==> config.mk <==
export PLATFORM = sky130hd
export DESIGN_NAME = sma_front
export DESIGN_NICKNAME = d
export VERILOG_FILES = /design/src/hdl/sma_pkg.sv /design/src/hdl/sma_front.sv
export SDC_FILE = /design/constraint.sdc
export NUM_CORES = 1
export LEC_CHECK = 0
export ABC_CLOCK_PERIOD_IN_PS = 3000
export BUFFER_PORTS_ARGS = -buffer_cell sky130_fd_sc_hd__buf_4
export CORE_ASPECT_RATIO = 0.9
export CORE_UTILIZATION = 46
export DETAILED_ROUTE_END_ITERATION = 7
export PLACE_DENSITY = 0.8
export SLEW_MARGIN = 20
export SYNTH_ARGS = -nofsm -noshare
export SYNTH_HDL_FRONTEND = slang
export SYNTH_SLANG_ARGS = --single-unit
==> constraint.sdc <==
create_clock -name clk -period 3 [get_ports clk]
set_input_delay 0.3 -clock clk [delete_from_list [all_inputs] [get_ports clk]]
set_output_delay 0.3 -clock clk [all_outputs]
set_load 0.01 [all_outputs]
==> src/hdl/sma_pkg.sv <==
package sma_pkg;
	localparam int MAX_SIZE_DEF = 8;
	localparam int ACC_W        = 52;

	localparam logic [1:0] OP_WR_LEFT  = 2'd0;
	localparam logic [1:0] OP_WR_RIGHT = 2'd1;
	localparam logic [1:0] OP_COMPUTE  = 2'd2;
	localparam logic [1:0] OP_NONE     = 2'd3;

	localparam logic REG_SIZE = 1'b0;
	localparam logic REG_MODE = 1'b1;

	localparam logic [3:0] SIZE_RST = 4'd8;
	localparam logic [1:0] MODE_RST = 2'd2;
	localparam logic [1:0] MODE_ADD = 2'd0;
	localparam logic [1:0] MODE_SUB = 2'd1;
	localparam logic [1:0] MODE_MUL = 2'd2;

	typedef enum logic [1:0] {
		KIND_WR_LEFT,
		KIND_WR_RIGHT,
		KIND_ERROR,
		KIND_COMPUTE
	} kind_t;

	typedef struct packed {
		kind_t              kind;
		logic [2:0]         row;
		logic [2:0]         col;
		logic signed [31:0] value;
	} entry_t;

	typedef struct packed {
		logic [3:0] size;
		logic [1:0] mode;
	} cfg_t;

	// Clamp the size register to 1..max_size.
	function automatic logic [3:0] eff_size(logic [3:0] sz, int max_size);
		logic [3:0] r;
		if (sz == 4'd0)
			r = 4'd1;
		else if (int'(sz) > max_size)
			r = 4'(max_size);
		else
			r = sz;
		return r;
	endfunction
endpackage

==> src/hdl/sma_front.sv <==
module sma_front #(
	parameter int MAX_SIZE = sma_pkg::MAX_SIZE_DEF
) (
	input  logic                clk,
	input  logic                arst_n,
	input  sma_pkg::cfg_t       cfg,
	input  logic                item_valid,
	output logic                item_stall,
	input  logic [1:0]          operation,
	input  logic [2:0]          row_index,
	input  logic [2:0]          col_index,
	input  logic signed [31:0]  element_value,
	input  logic                pop,
	output logic                head_valid,
	output sma_pkg::entry_t     head
);
	sma_pkg::entry_t ent_q [2];
	logic [1:0]      count_q;
	logic            rd_q;
	logic            wr_q;
	sma_pkg::entry_t cls;
	logic [3:0]      n;
	logic            keep;
	logic            push;
	logic            out_of_range;

	assign n            = sma_pkg::eff_size(cfg.size, MAX_SIZE);
	assign out_of_range = ({1'b0, row_index} >= n) || ({1'b0, col_index} >= n);

	// Classify the item; drop the unused operation code here.
	always_comb begin
		cls.row   = row_index;
		cls.col   = col_index;
		cls.value = element_value;
		keep      = 1'b1;
		unique case (operation)
			sma_pkg::OP_WR_LEFT: begin
				cls.kind = out_of_range ? sma_pkg::KIND_ERROR : sma_pkg::KIND_WR_LEFT;
			end
			sma_pkg::OP_WR_RIGHT: begin
				cls.kind = out_of_range ? sma_pkg::KIND_ERROR : sma_pkg::KIND_WR_RIGHT;
			end
			sma_pkg::OP_COMPUTE: begin
				cls.kind = sma_pkg::KIND_COMPUTE;
			end
			default: begin
				cls.kind = sma_pkg::KIND_COMPUTE;
				keep     = 1'b0;
			end
		endcase
	end

	assign item_stall = (count_q == 2'd2);
	assign push       = item_valid && !item_stall && keep;
	assign head_valid = (count_q != 2'd0);
	assign head       = ent_q[rd_q];

	always_ff @(posedge clk) begin
		if (push)
			ent_q[wr_q] <= cls;
	end

	always_ff @(posedge clk or negedge arst_n) begin
		if (!arst_n) begin
			count_q <= 2'd0;
			rd_q    <= 1'b0;
			wr_q    <= 1'b0;
		end else begin
			if (push)
				wr_q <= !wr_q;
			if (pop)
				rd_q <= !rd_q;
			count_q <= count_q + 2'(push) - 2'(pop);
		end
	end
endmodule

After elaboration in Yosys (flattened, before gate mapping). Memories as Yosys holds them, arrays and structs flattened. Index checks and enable logic that the tools add are counted.

Bits in registers: 4. RAM bits: 80. Bits of input ports: 50. Output and inout port bits: 42. Logic and storage cells: 30. Memories: 1.

Memory list: ent_q (depth 2, bits a word 40, read ports 1, clocked after memory_dff 0, write ports 1, line sma_front.sv:17) `sma_pkg::entry_t ent_q [2];`.

Add/sub/neg operators: 2. Order comparisons: 3. Equal/unequal tests: 3. Multiplexer cells: 8. Reduce and logical (&&, ||, !) cells: 10.

Operator list (number): $ge A3 B4 Y1 (2); $mux W4 (2); $eq A2 B2 Y1 const B (2); $gt A4 B4 Y1 const B (1); $logic_not A4 Y1 (1); $mux W2 (2); $pmux W2 S2 (1); $logic_not A1 Y1 (3); $mux W1 (3); $reduce_or A3 Y1 (1); $add A2 B1 Y2 (1); $eq A2 B1 Y1 const B (1); $logic_and A1 B1 Y1 (2); $logic_not A2 Y1 (1); $reduce_bool A2 Y1 (1); $sub A2 B1 Y2 (1); $logic_or A1 B1 Y1 (1).

Longest topological paths before layout. Gate-level depths: netlist (run 1).

Depth in word-level cells: 7. Gate-level depth with buffers: 8. Gate-level depth less buffers: 8.

Worst setup path before layout (run 1). Ideal clock, no wire load.

Path kind: register -> register. Start point: register count_q[1]. End point: memory ent_q[0][0] (netlist name), enable pin. Setup time: 0.437 ns. Arrival: 2.477 ns. Data required time: 2.563 ns. Slack: 0.086 ns. Cell stages (with the launch flop): 5. Buffers on the path: 0. Clock period less this slack: 2.914 ns. Path through: dfrtp_1 nor2b_1 a21oi_1 nand2_1 nor2_1.

Longest elaborated chain between the ends: 6.

Ends and longest elaborated chain: start: declaration (line sma_front.sv:18) `logic [1:0] count_q;`; start signal: assignment (line sma_front.sv:73) `count_q <= count_q + 2'(push) - 2'(pop);`; $eq A2 B2 Y1 (line sma_front.sv:53) `assign item_stall = (count_q == 2'd2);`; via item_stall (line sma_front.sv:8) `output logic item_stall,`; $logic_not A1 Y1 (line sma_front.sv:54) `assign push = item_valid && !item_stall && keep;`; $logic_and A1 B1 Y1 (2 in series) (line sma_front.sv:54); $mux W1 (line sma_front.sv:59) `if (push)`; $mux W1 (implied by the code) (line sma_front.sv:60) `ent_q[wr_q] <= cls;`; end: declaration (line sma_front.sv:17).

The timed path passes the listed nets, and every way through them passes these cells.

==> results of run 1 <==
==> state kept, by name, summed over array words and instances (netlist names) <==
register / cells
count_q: 2
wr_q: 1
rd_q: 1
ent_q: 80
==> logic make-up (layout without fill, tap and decap cells) <==
family | count (synthesis) | after routing
AO/OA/AOI/OAI | 6 | 6
XOR/XNOR | 4 | 4
adder cells (fa/ha/maj) | 8 | 8
buffers and inverters | 9 | 113
flip-flops | 84 | 84
multiplexers | 40 | 40
AND/OR/NAND/NOR | 14 | 14
==> layout by cell type (no fill, tap or decap) <==
cell	n
buf_4	90
edfxtp_1	80
mux2_2	37
clkbuf_8	10
ha_1	8
inv_1	4
nand2b_1	3
nor2_1	3
xnor2_1	3
mux2_1	3
bufinv_16	3
dfrtp_1	3
nor2b_1	2
a21oi_1	2
nor2_4	2
clkbuf_1	2
buf_12	2
nand2_1	1
a311oi_1	1
o21ai_0	1
a21o_1	1
or3b_1	1
nand3b_1	1
a31o_1	1
or2_2	1
xor2_1	1
clkinvlp_4	1
dlygate4sd3_1	1
dfrtp_2	1
==> power breakdown <==
part	total (mW)	switching (mW)	internal, mW
Sequential	1.61	0.0725	1.54
Clock	0.950	0.373	0.577
Combinational	1.18	0.545	0.632
==> layer usage <==
metal | up-vias | share of wire [%]
li1 | 829 | -
met1 | 849 | 41
met2 | 62 | 51
met3 | 4 | 7.1
met4 | 0 | 0.63
met5 | - | 0
==> what timing repair did <==
action,4_1_cts,5_1_grt
hold buffers,1,0
endpoints found under the hold margin,4,0
setup buffers,0,0
==> cell type report <==
cell class	count	area share (%)
multi-input combinational	72	16.6
inverter	4	0.348
tap	90	2.61
timing repair buffer	93	16.8
clock inverter	4	2.26
sequential	84	58.0
clock buffer	12	3.36
==> through the flow <==
stage / hold slack [ps] / cell area (um^2) / power (mW) / instances
2_1_floorplan: 4.41 / 3240 / 2.28 / 165
3_3_place_gp: 99.4 / 4060 / 2.81 / 342
3_5_place_dp: 99.5 / 4060 / 2.83 / 342
4_1_cts: 120 / 4320 / 3.79 / 359
5_1_grt: 117 / 4320 / 3.92 / 359
6_report: 142 / 4320 / 3.74 / 359
==> final timing paths <==
kind                       slack (ps)                      to  depth (start not counted)            startpoint
setup / recovery                  910                 head[8]                          3      rd_q$_DFFE_PN0P_
hold / removal                    140  ent_q[1][28]$_DFFE_PP_                          1     element_value[28]
setup reg to reg                 1030  ent_q[0][10]$_DFFE_PP_                          5  count_q[1]$_DFF_PN0_
hold reg to reg                   490    count_q[1]$_DFF_PN0_                          1  count_q[1]$_DFF_PN0_
max in group asynchronous        2590        rd_q$_DFFE_PN0P_                          2                arst_n
min in group asynchronous         300    count_q[1]$_DFF_PN0_                          2                arst_n
==> flow_metrics.py, run 1 <==
metrics = {
    "grt": {
        "overflow": 0,
        "grt_pass1_vias": 1831,
        "grt_start_max_net_pins": 36,
        "grt_util_met3_pct": 6.11,
        "antenna_found_initial": 0,
        "grt_use_met1_pct": 17.7,
        "grt_most_used_layer": "met2",
        "gr-usage-met2_pct": 26.4,
        "grt_pass1_wl_mm": 8.47,
        "grt_usage_pct": 15.4,
    },
    "finish": {
        "fill_cells": 475,
        "diodes": 0,
        "final_util_pct": 64.5,
        "ff_latch_area_mm2": 0.00250,
        "drive_gt1_share_pct": 54.6,
        "area_growth_pct": 33.1,
        "multi_input_area_um2": 717,
        "final_nets": 322,
    },
    "place": {
        "gp_congestion": 0.675,
        "port-buffer-count": 89,
        "hpwl_mm": 3.55,
        "place_ws_ps": 1020,
    },
    "logic_synthesis": {
        "synth_warnings": 0,
        "netlist_area_mm2": 0.00324,
        "synth_top_area_share_pct": 74.0,
        "muxShareOfSynthArea_pct": 13.9,
        "avgSynthCellArea_um2": 19.7,
        "yosysMostFrequentCell": "edfxtp_1",
        "synth_fa_ha_area_share_pct": 3.09,
        "yosysSeqAreaShare_pct": 77.1,
        "synth_ff_type": "edfxtp_1",
        "synth_cell_types": 21,
        "synthArstFlopShare_pct": 4.76,
        "syn_nets": 223,
        "synth_edf_count": 80,
        "synth_xor_area_share_pct": 1.08,
        "syn_inst": 165,
        "ys_top_cells_by_area": "edfxtp_1 74%, mux2_2 13%, dfrtp_1 3.1%",
        "ys_ff_latch": 84,
        "synth_common_cells": "80 x edfxtp_1, 37 x mux2_2, 8 x ha_1, 5 x buf_2, 5 x nor2_1",
        "synth_top_family_by_area": "multiplexers",
        "synth_compound_area_share_pct": 1.23,
        "synth-simple-area-share_pct": 2.35,
        "synth.largest_area_cell": "edfxtp_1",
    },
    "clocking": {
        "root_buffer": "clkbuf_8",
        "post_cts_resized": 0,
        "cts_inserted_buffers": 9,
        "cts.htree.levels": 3,
        "cts_tree": "yes",
        "clockBufferDepth": 2,
        "clock_sinks": 84,
        "clock_latency_ps": 340,
        "cts.clk_slew.worst_paths_ps": 80,
    },
    "setup_path": {
        "critPathCaptureType": "primary output",
        "cpMaxStageDelayCell": "dfrtp_2",
        "slowest_delay_ps": 450,
        "arrival_ps": 1790,
        "critPathRequiredTime_ps": 2700,
        "cp_top_family": "buffers and inverters",
        "critical_path_class": "register to primary output",
        "startpoint_type": "register",
        "cp_max_fo": 35,
        "cp_cell_sequence": "buf_4, mux2_2, buf_4",
        "cpMostUsedCell": "buf_4",
        "cp_num_buf_inv": 2,
    },
    "run": {
        "maxCapViolations": 0,
    },
    "hold_path": {
        "hold_class": "input pin to register",
    },
    "timing": {
        "post-route-period-util_pct": 69.7,
        "tns_ps": 0,
        "worst_slew_pin_slew_ps": 617,
        "rsz0062_at_grt": "no",
        "hold_viol_final": 0,
        "fin_crit_ps": 2090,
        "relSlewSlack_pct": 58.7,
        "layout_setup_ws_ps": 908,
        "finalSetupViolCount": 0,
        "fmax_mhz": 478,
        "skew_ps": 3.58,
        "slew_viol_final": 0,
    },
    "detailed_routing": {
        "drtAntennaViolNets": 0,
        "wire_per_inst_um": 15.0,
        "viasPerCell": 4.86,
        "firstDrtPassIters": 4,
        "drc": 0,
        "num_vias": 1744,
        "wl_mm": 5.37,
        "drtIter0Drc": 83,
    },
    "floorplan": {
        "core_mm2": 0.00669,
        "io_pins": 92,
        "start_util_pct": 48.5,
        "die_y_um": 81.7,
        "rows": 28,
        "die_x_um": 90.5,
        "die-area_mm2": 0.00739,
    },
    "power": {
        "ir_drop_mv": 0.661,
        "p_leak_nw": 1.64,
        "p_per_area_mw_per_mm2": 866,
    },
    "outcome": {
        "run_status": "finished, final reports clean",
    },
}
(Power assumes the default switching activity.)
==> run 2, diff against run 1 <==
- ABC_CLOCK_PERIOD_IN_PS: 3000 -> 1900
- clock period: 3 -> 1.9 ns (I/O delays scaled with it)
==> run 2 against run 1 <==
First-iteration DRC count shrank 11%. Utilization fell by 0.86 points. Sequential power increased by 57%. Die area unchanged. Routed wire length shrank 2.1%. Sequential share of layout area increased by 0.78 points. Clock power rose by 8%. Critical path type unchanged. Critical endpoint is now head[9]. Largest cell class unchanged. Highest routed layer unchanged.
==> flow_metrics.py, run 2 (synthesis gave the netlist of run 1 again) <==
metrics = {
    "grt": {
        "antenna_found_initial": 0,
        "grt_start_max_net_pins": 26,
        "grt_pass1_wl_mm": 8.16,
        "overflow": 0,
        "grt_pass1_vias": 1790,
        "grt_usage_pct": 15.1,
    },
    "detailed_routing": {
        "viasPerCell": 4.90,
        "wl_met2_mm": 2.71,
        "routed.top_layer": "met4",
        "route.met3.wl_um": 287,
        "drtIter0Drc": 74,
        "num_vias": 1772,
        "wire_per_inst_um": 14.5,
        "firstDrtPassIters": 4,
        "drtAntennaViolNets": 0,
        "wl_met1_mm": 2.19,
        "drc": 0,
        "wl_mm": 5.26,
    },
    "clocking": {
        "clock_latency_ps": 340,
        "post_cts_resized": 0,
        "post_cts_buffers": 0,
        "root_buffer": "clkbuf_8",
        "cts_hold_buffers": 1,
        "clockBufferDepth": 2,
        "cts_tree": "yes",
        "clock_sinks": 84,
        "cts.htree.levels": 3,
        "cts.clk_slew.worst_paths_ps": 80,
        "cts_inserted_buffers": 9,
    },
    "setup_path": {
        "cp_top_family": "buffers and inverters",
        "startpoint_type": "register",
        "cpMostUsedCell": "buf_4",
        "cp_num_buf_inv": 2,
        "critPathRequiredTime_ps": 1710,
        "cpMaxStageDelayCell": "mux2_2",
        "critPathCaptureType": "primary output",
        "arrival_ps": 1510,
        "cp_cell_sequence": "buf_4, mux2_2, buf_4",
        "critical_path_class": "register to primary output",
        "cp_max_fo": 21,
        "slowest_delay_ps": 380,
    },
    "finish": {
        "final_util_pct": 63.7,
        "final_cell_mix": "94 x buf_4, 80 x edfxtp_1, 37 x mux2_2",
        "final_cell_count_no_fill": 362,
        "largest_register_ffs": 80,
        "final_nets": 326,
        "fill_cells": 504,
        "top_register": "ent_q",
        "diodes": 0,
        "area_growth_pct": 31.3,
        "ff_latch_area_mm2": 0.00250,
        "final_common_cell": "buf_4",
        "drive_gt1_share_pct": 54.4,
        "multi_input_area_um2": 717,
        "reg_top3": "ent_q x80, count_q x2",
    },
    "floorplan": {
        "core_mm2": 0.00669,
        "io_pins": 92,
        "die-area_mm2": 0.00739,
        "die_y_um": 81.7,
        "start_util_pct": 48.5,
        "rows": 28,
        "die_x_um": 90.5,
    },
    "place": {
        "hpwl_mm": 3.53,
        "place_ws_ps": 117,
        "gp_congestion": 0.719,
        "port-buffer-count": 89,
        "dp.cells": 346,
    },
    "timing": {
        "fin_crit_ps": 1700,
        "relSlewSlack_pct": 80.9,
        "finalSetupViolCount": 0,
        "post-route-period-util_pct": 89.3,
        "fmax_mhz": 589,
        "holdWs_ps": 24.9,
        "hold_viol_final": 0,
        "slew_viol_final": 0,
        "worst_slew_pin_slew_ps": 287,
        "skew_ps": 7.02,
        "rsz0062_at_grt": "no",
        "layout_setup_ws_ps": 203,
    },
    "outcome": {
        "run_status": "finished, final reports clean",
    },
    "power": {
        "p_per_area_mw_per_mm2": 1280,
        "p_leak_nw": 1.62,
        "ir_drop_mv": 0.623,
        "power_mw": 5.47,
    },
    "run": {
        "maxCapViolations": 0,
    },
    "hold_path": {
        "hold_class": "input pin to register",
    },
}
-- run 2: cell types whose count changed in the layout (fill, tap and decap cells not counted), sizes merged --
cell	before	now
bufinv	3	0
buf	92	96
clkbuf	12	9
clkinv	0	4
inv	4	5
-- run 2: report_power, final --
group	leakage, nW	switching [mW]	internal [mW]	total [mW]
Combinational	0.766	0.888	1.03	1.92
Clock	0.0757	0.576	0.454	1.03
Sequential	0.781	0.0944	2.43	2.52
Total	1.62	1.56	3.91	5.47
-- run 2: stage by stage --
step / setup TNS (ps) / area (um^2)
after global placement: 0 / 4090
after CTS: 0 / 4260
after detailed placement: 0 / 4090
final: 0 / 4260
after global routing: 0 / 4260
after floorplan: -29420 / 3250
-- run 2: final timing paths --
check / start / endpoint / slack, ps / cells past startpoint
worst max register to register: count_q[1]$_DFF_PN0_ / count_q[1]$_DFF_PN0_ / 240 / 8
worst max-delay path: rd_q$_DFFE_PN0P_ / head[9] / 200 / 3
worst min-delay path: element_value[29] / ent_q[1][29]$_DFFE_PP_ / 20 / 1
min in group asynchronous: arst_n / wr_q$_DFFE_PN0P_ / 190 / 2
max in group asynchronous: arst_n / rd_q$_DFFE_PN0P_ / 1600 / 2
worst min register to register: count_q[1]$_DFF_PN0_ / count_q[1]$_DFF_PN0_ / 530 / 1
-- run 2: final cells by class --
class | instances | share of cell area [%]
Sequential cell | 84 | 58.8
Timing Repair Buffer | 97 | 17.7
Multi-Input combinational cell | 72 | 16.8
Clock buffer | 9 | 2.91
Tap cell | 90 | 2.64
Clock inverter | 6 | 0.734
Inverter | 4 | 0.353
-- run 2: per-layer routing --
| metal | GRT usage (%) | vias up |
|---|---|---|
| met2 | 26.1 | 64 |
| met1 | 17.0 | 858 |
| met3 | 4.63 | 9 |
| li1 | - | 841 |
| met4 | 8.23 | 0 |
| met5 | 0 | - |
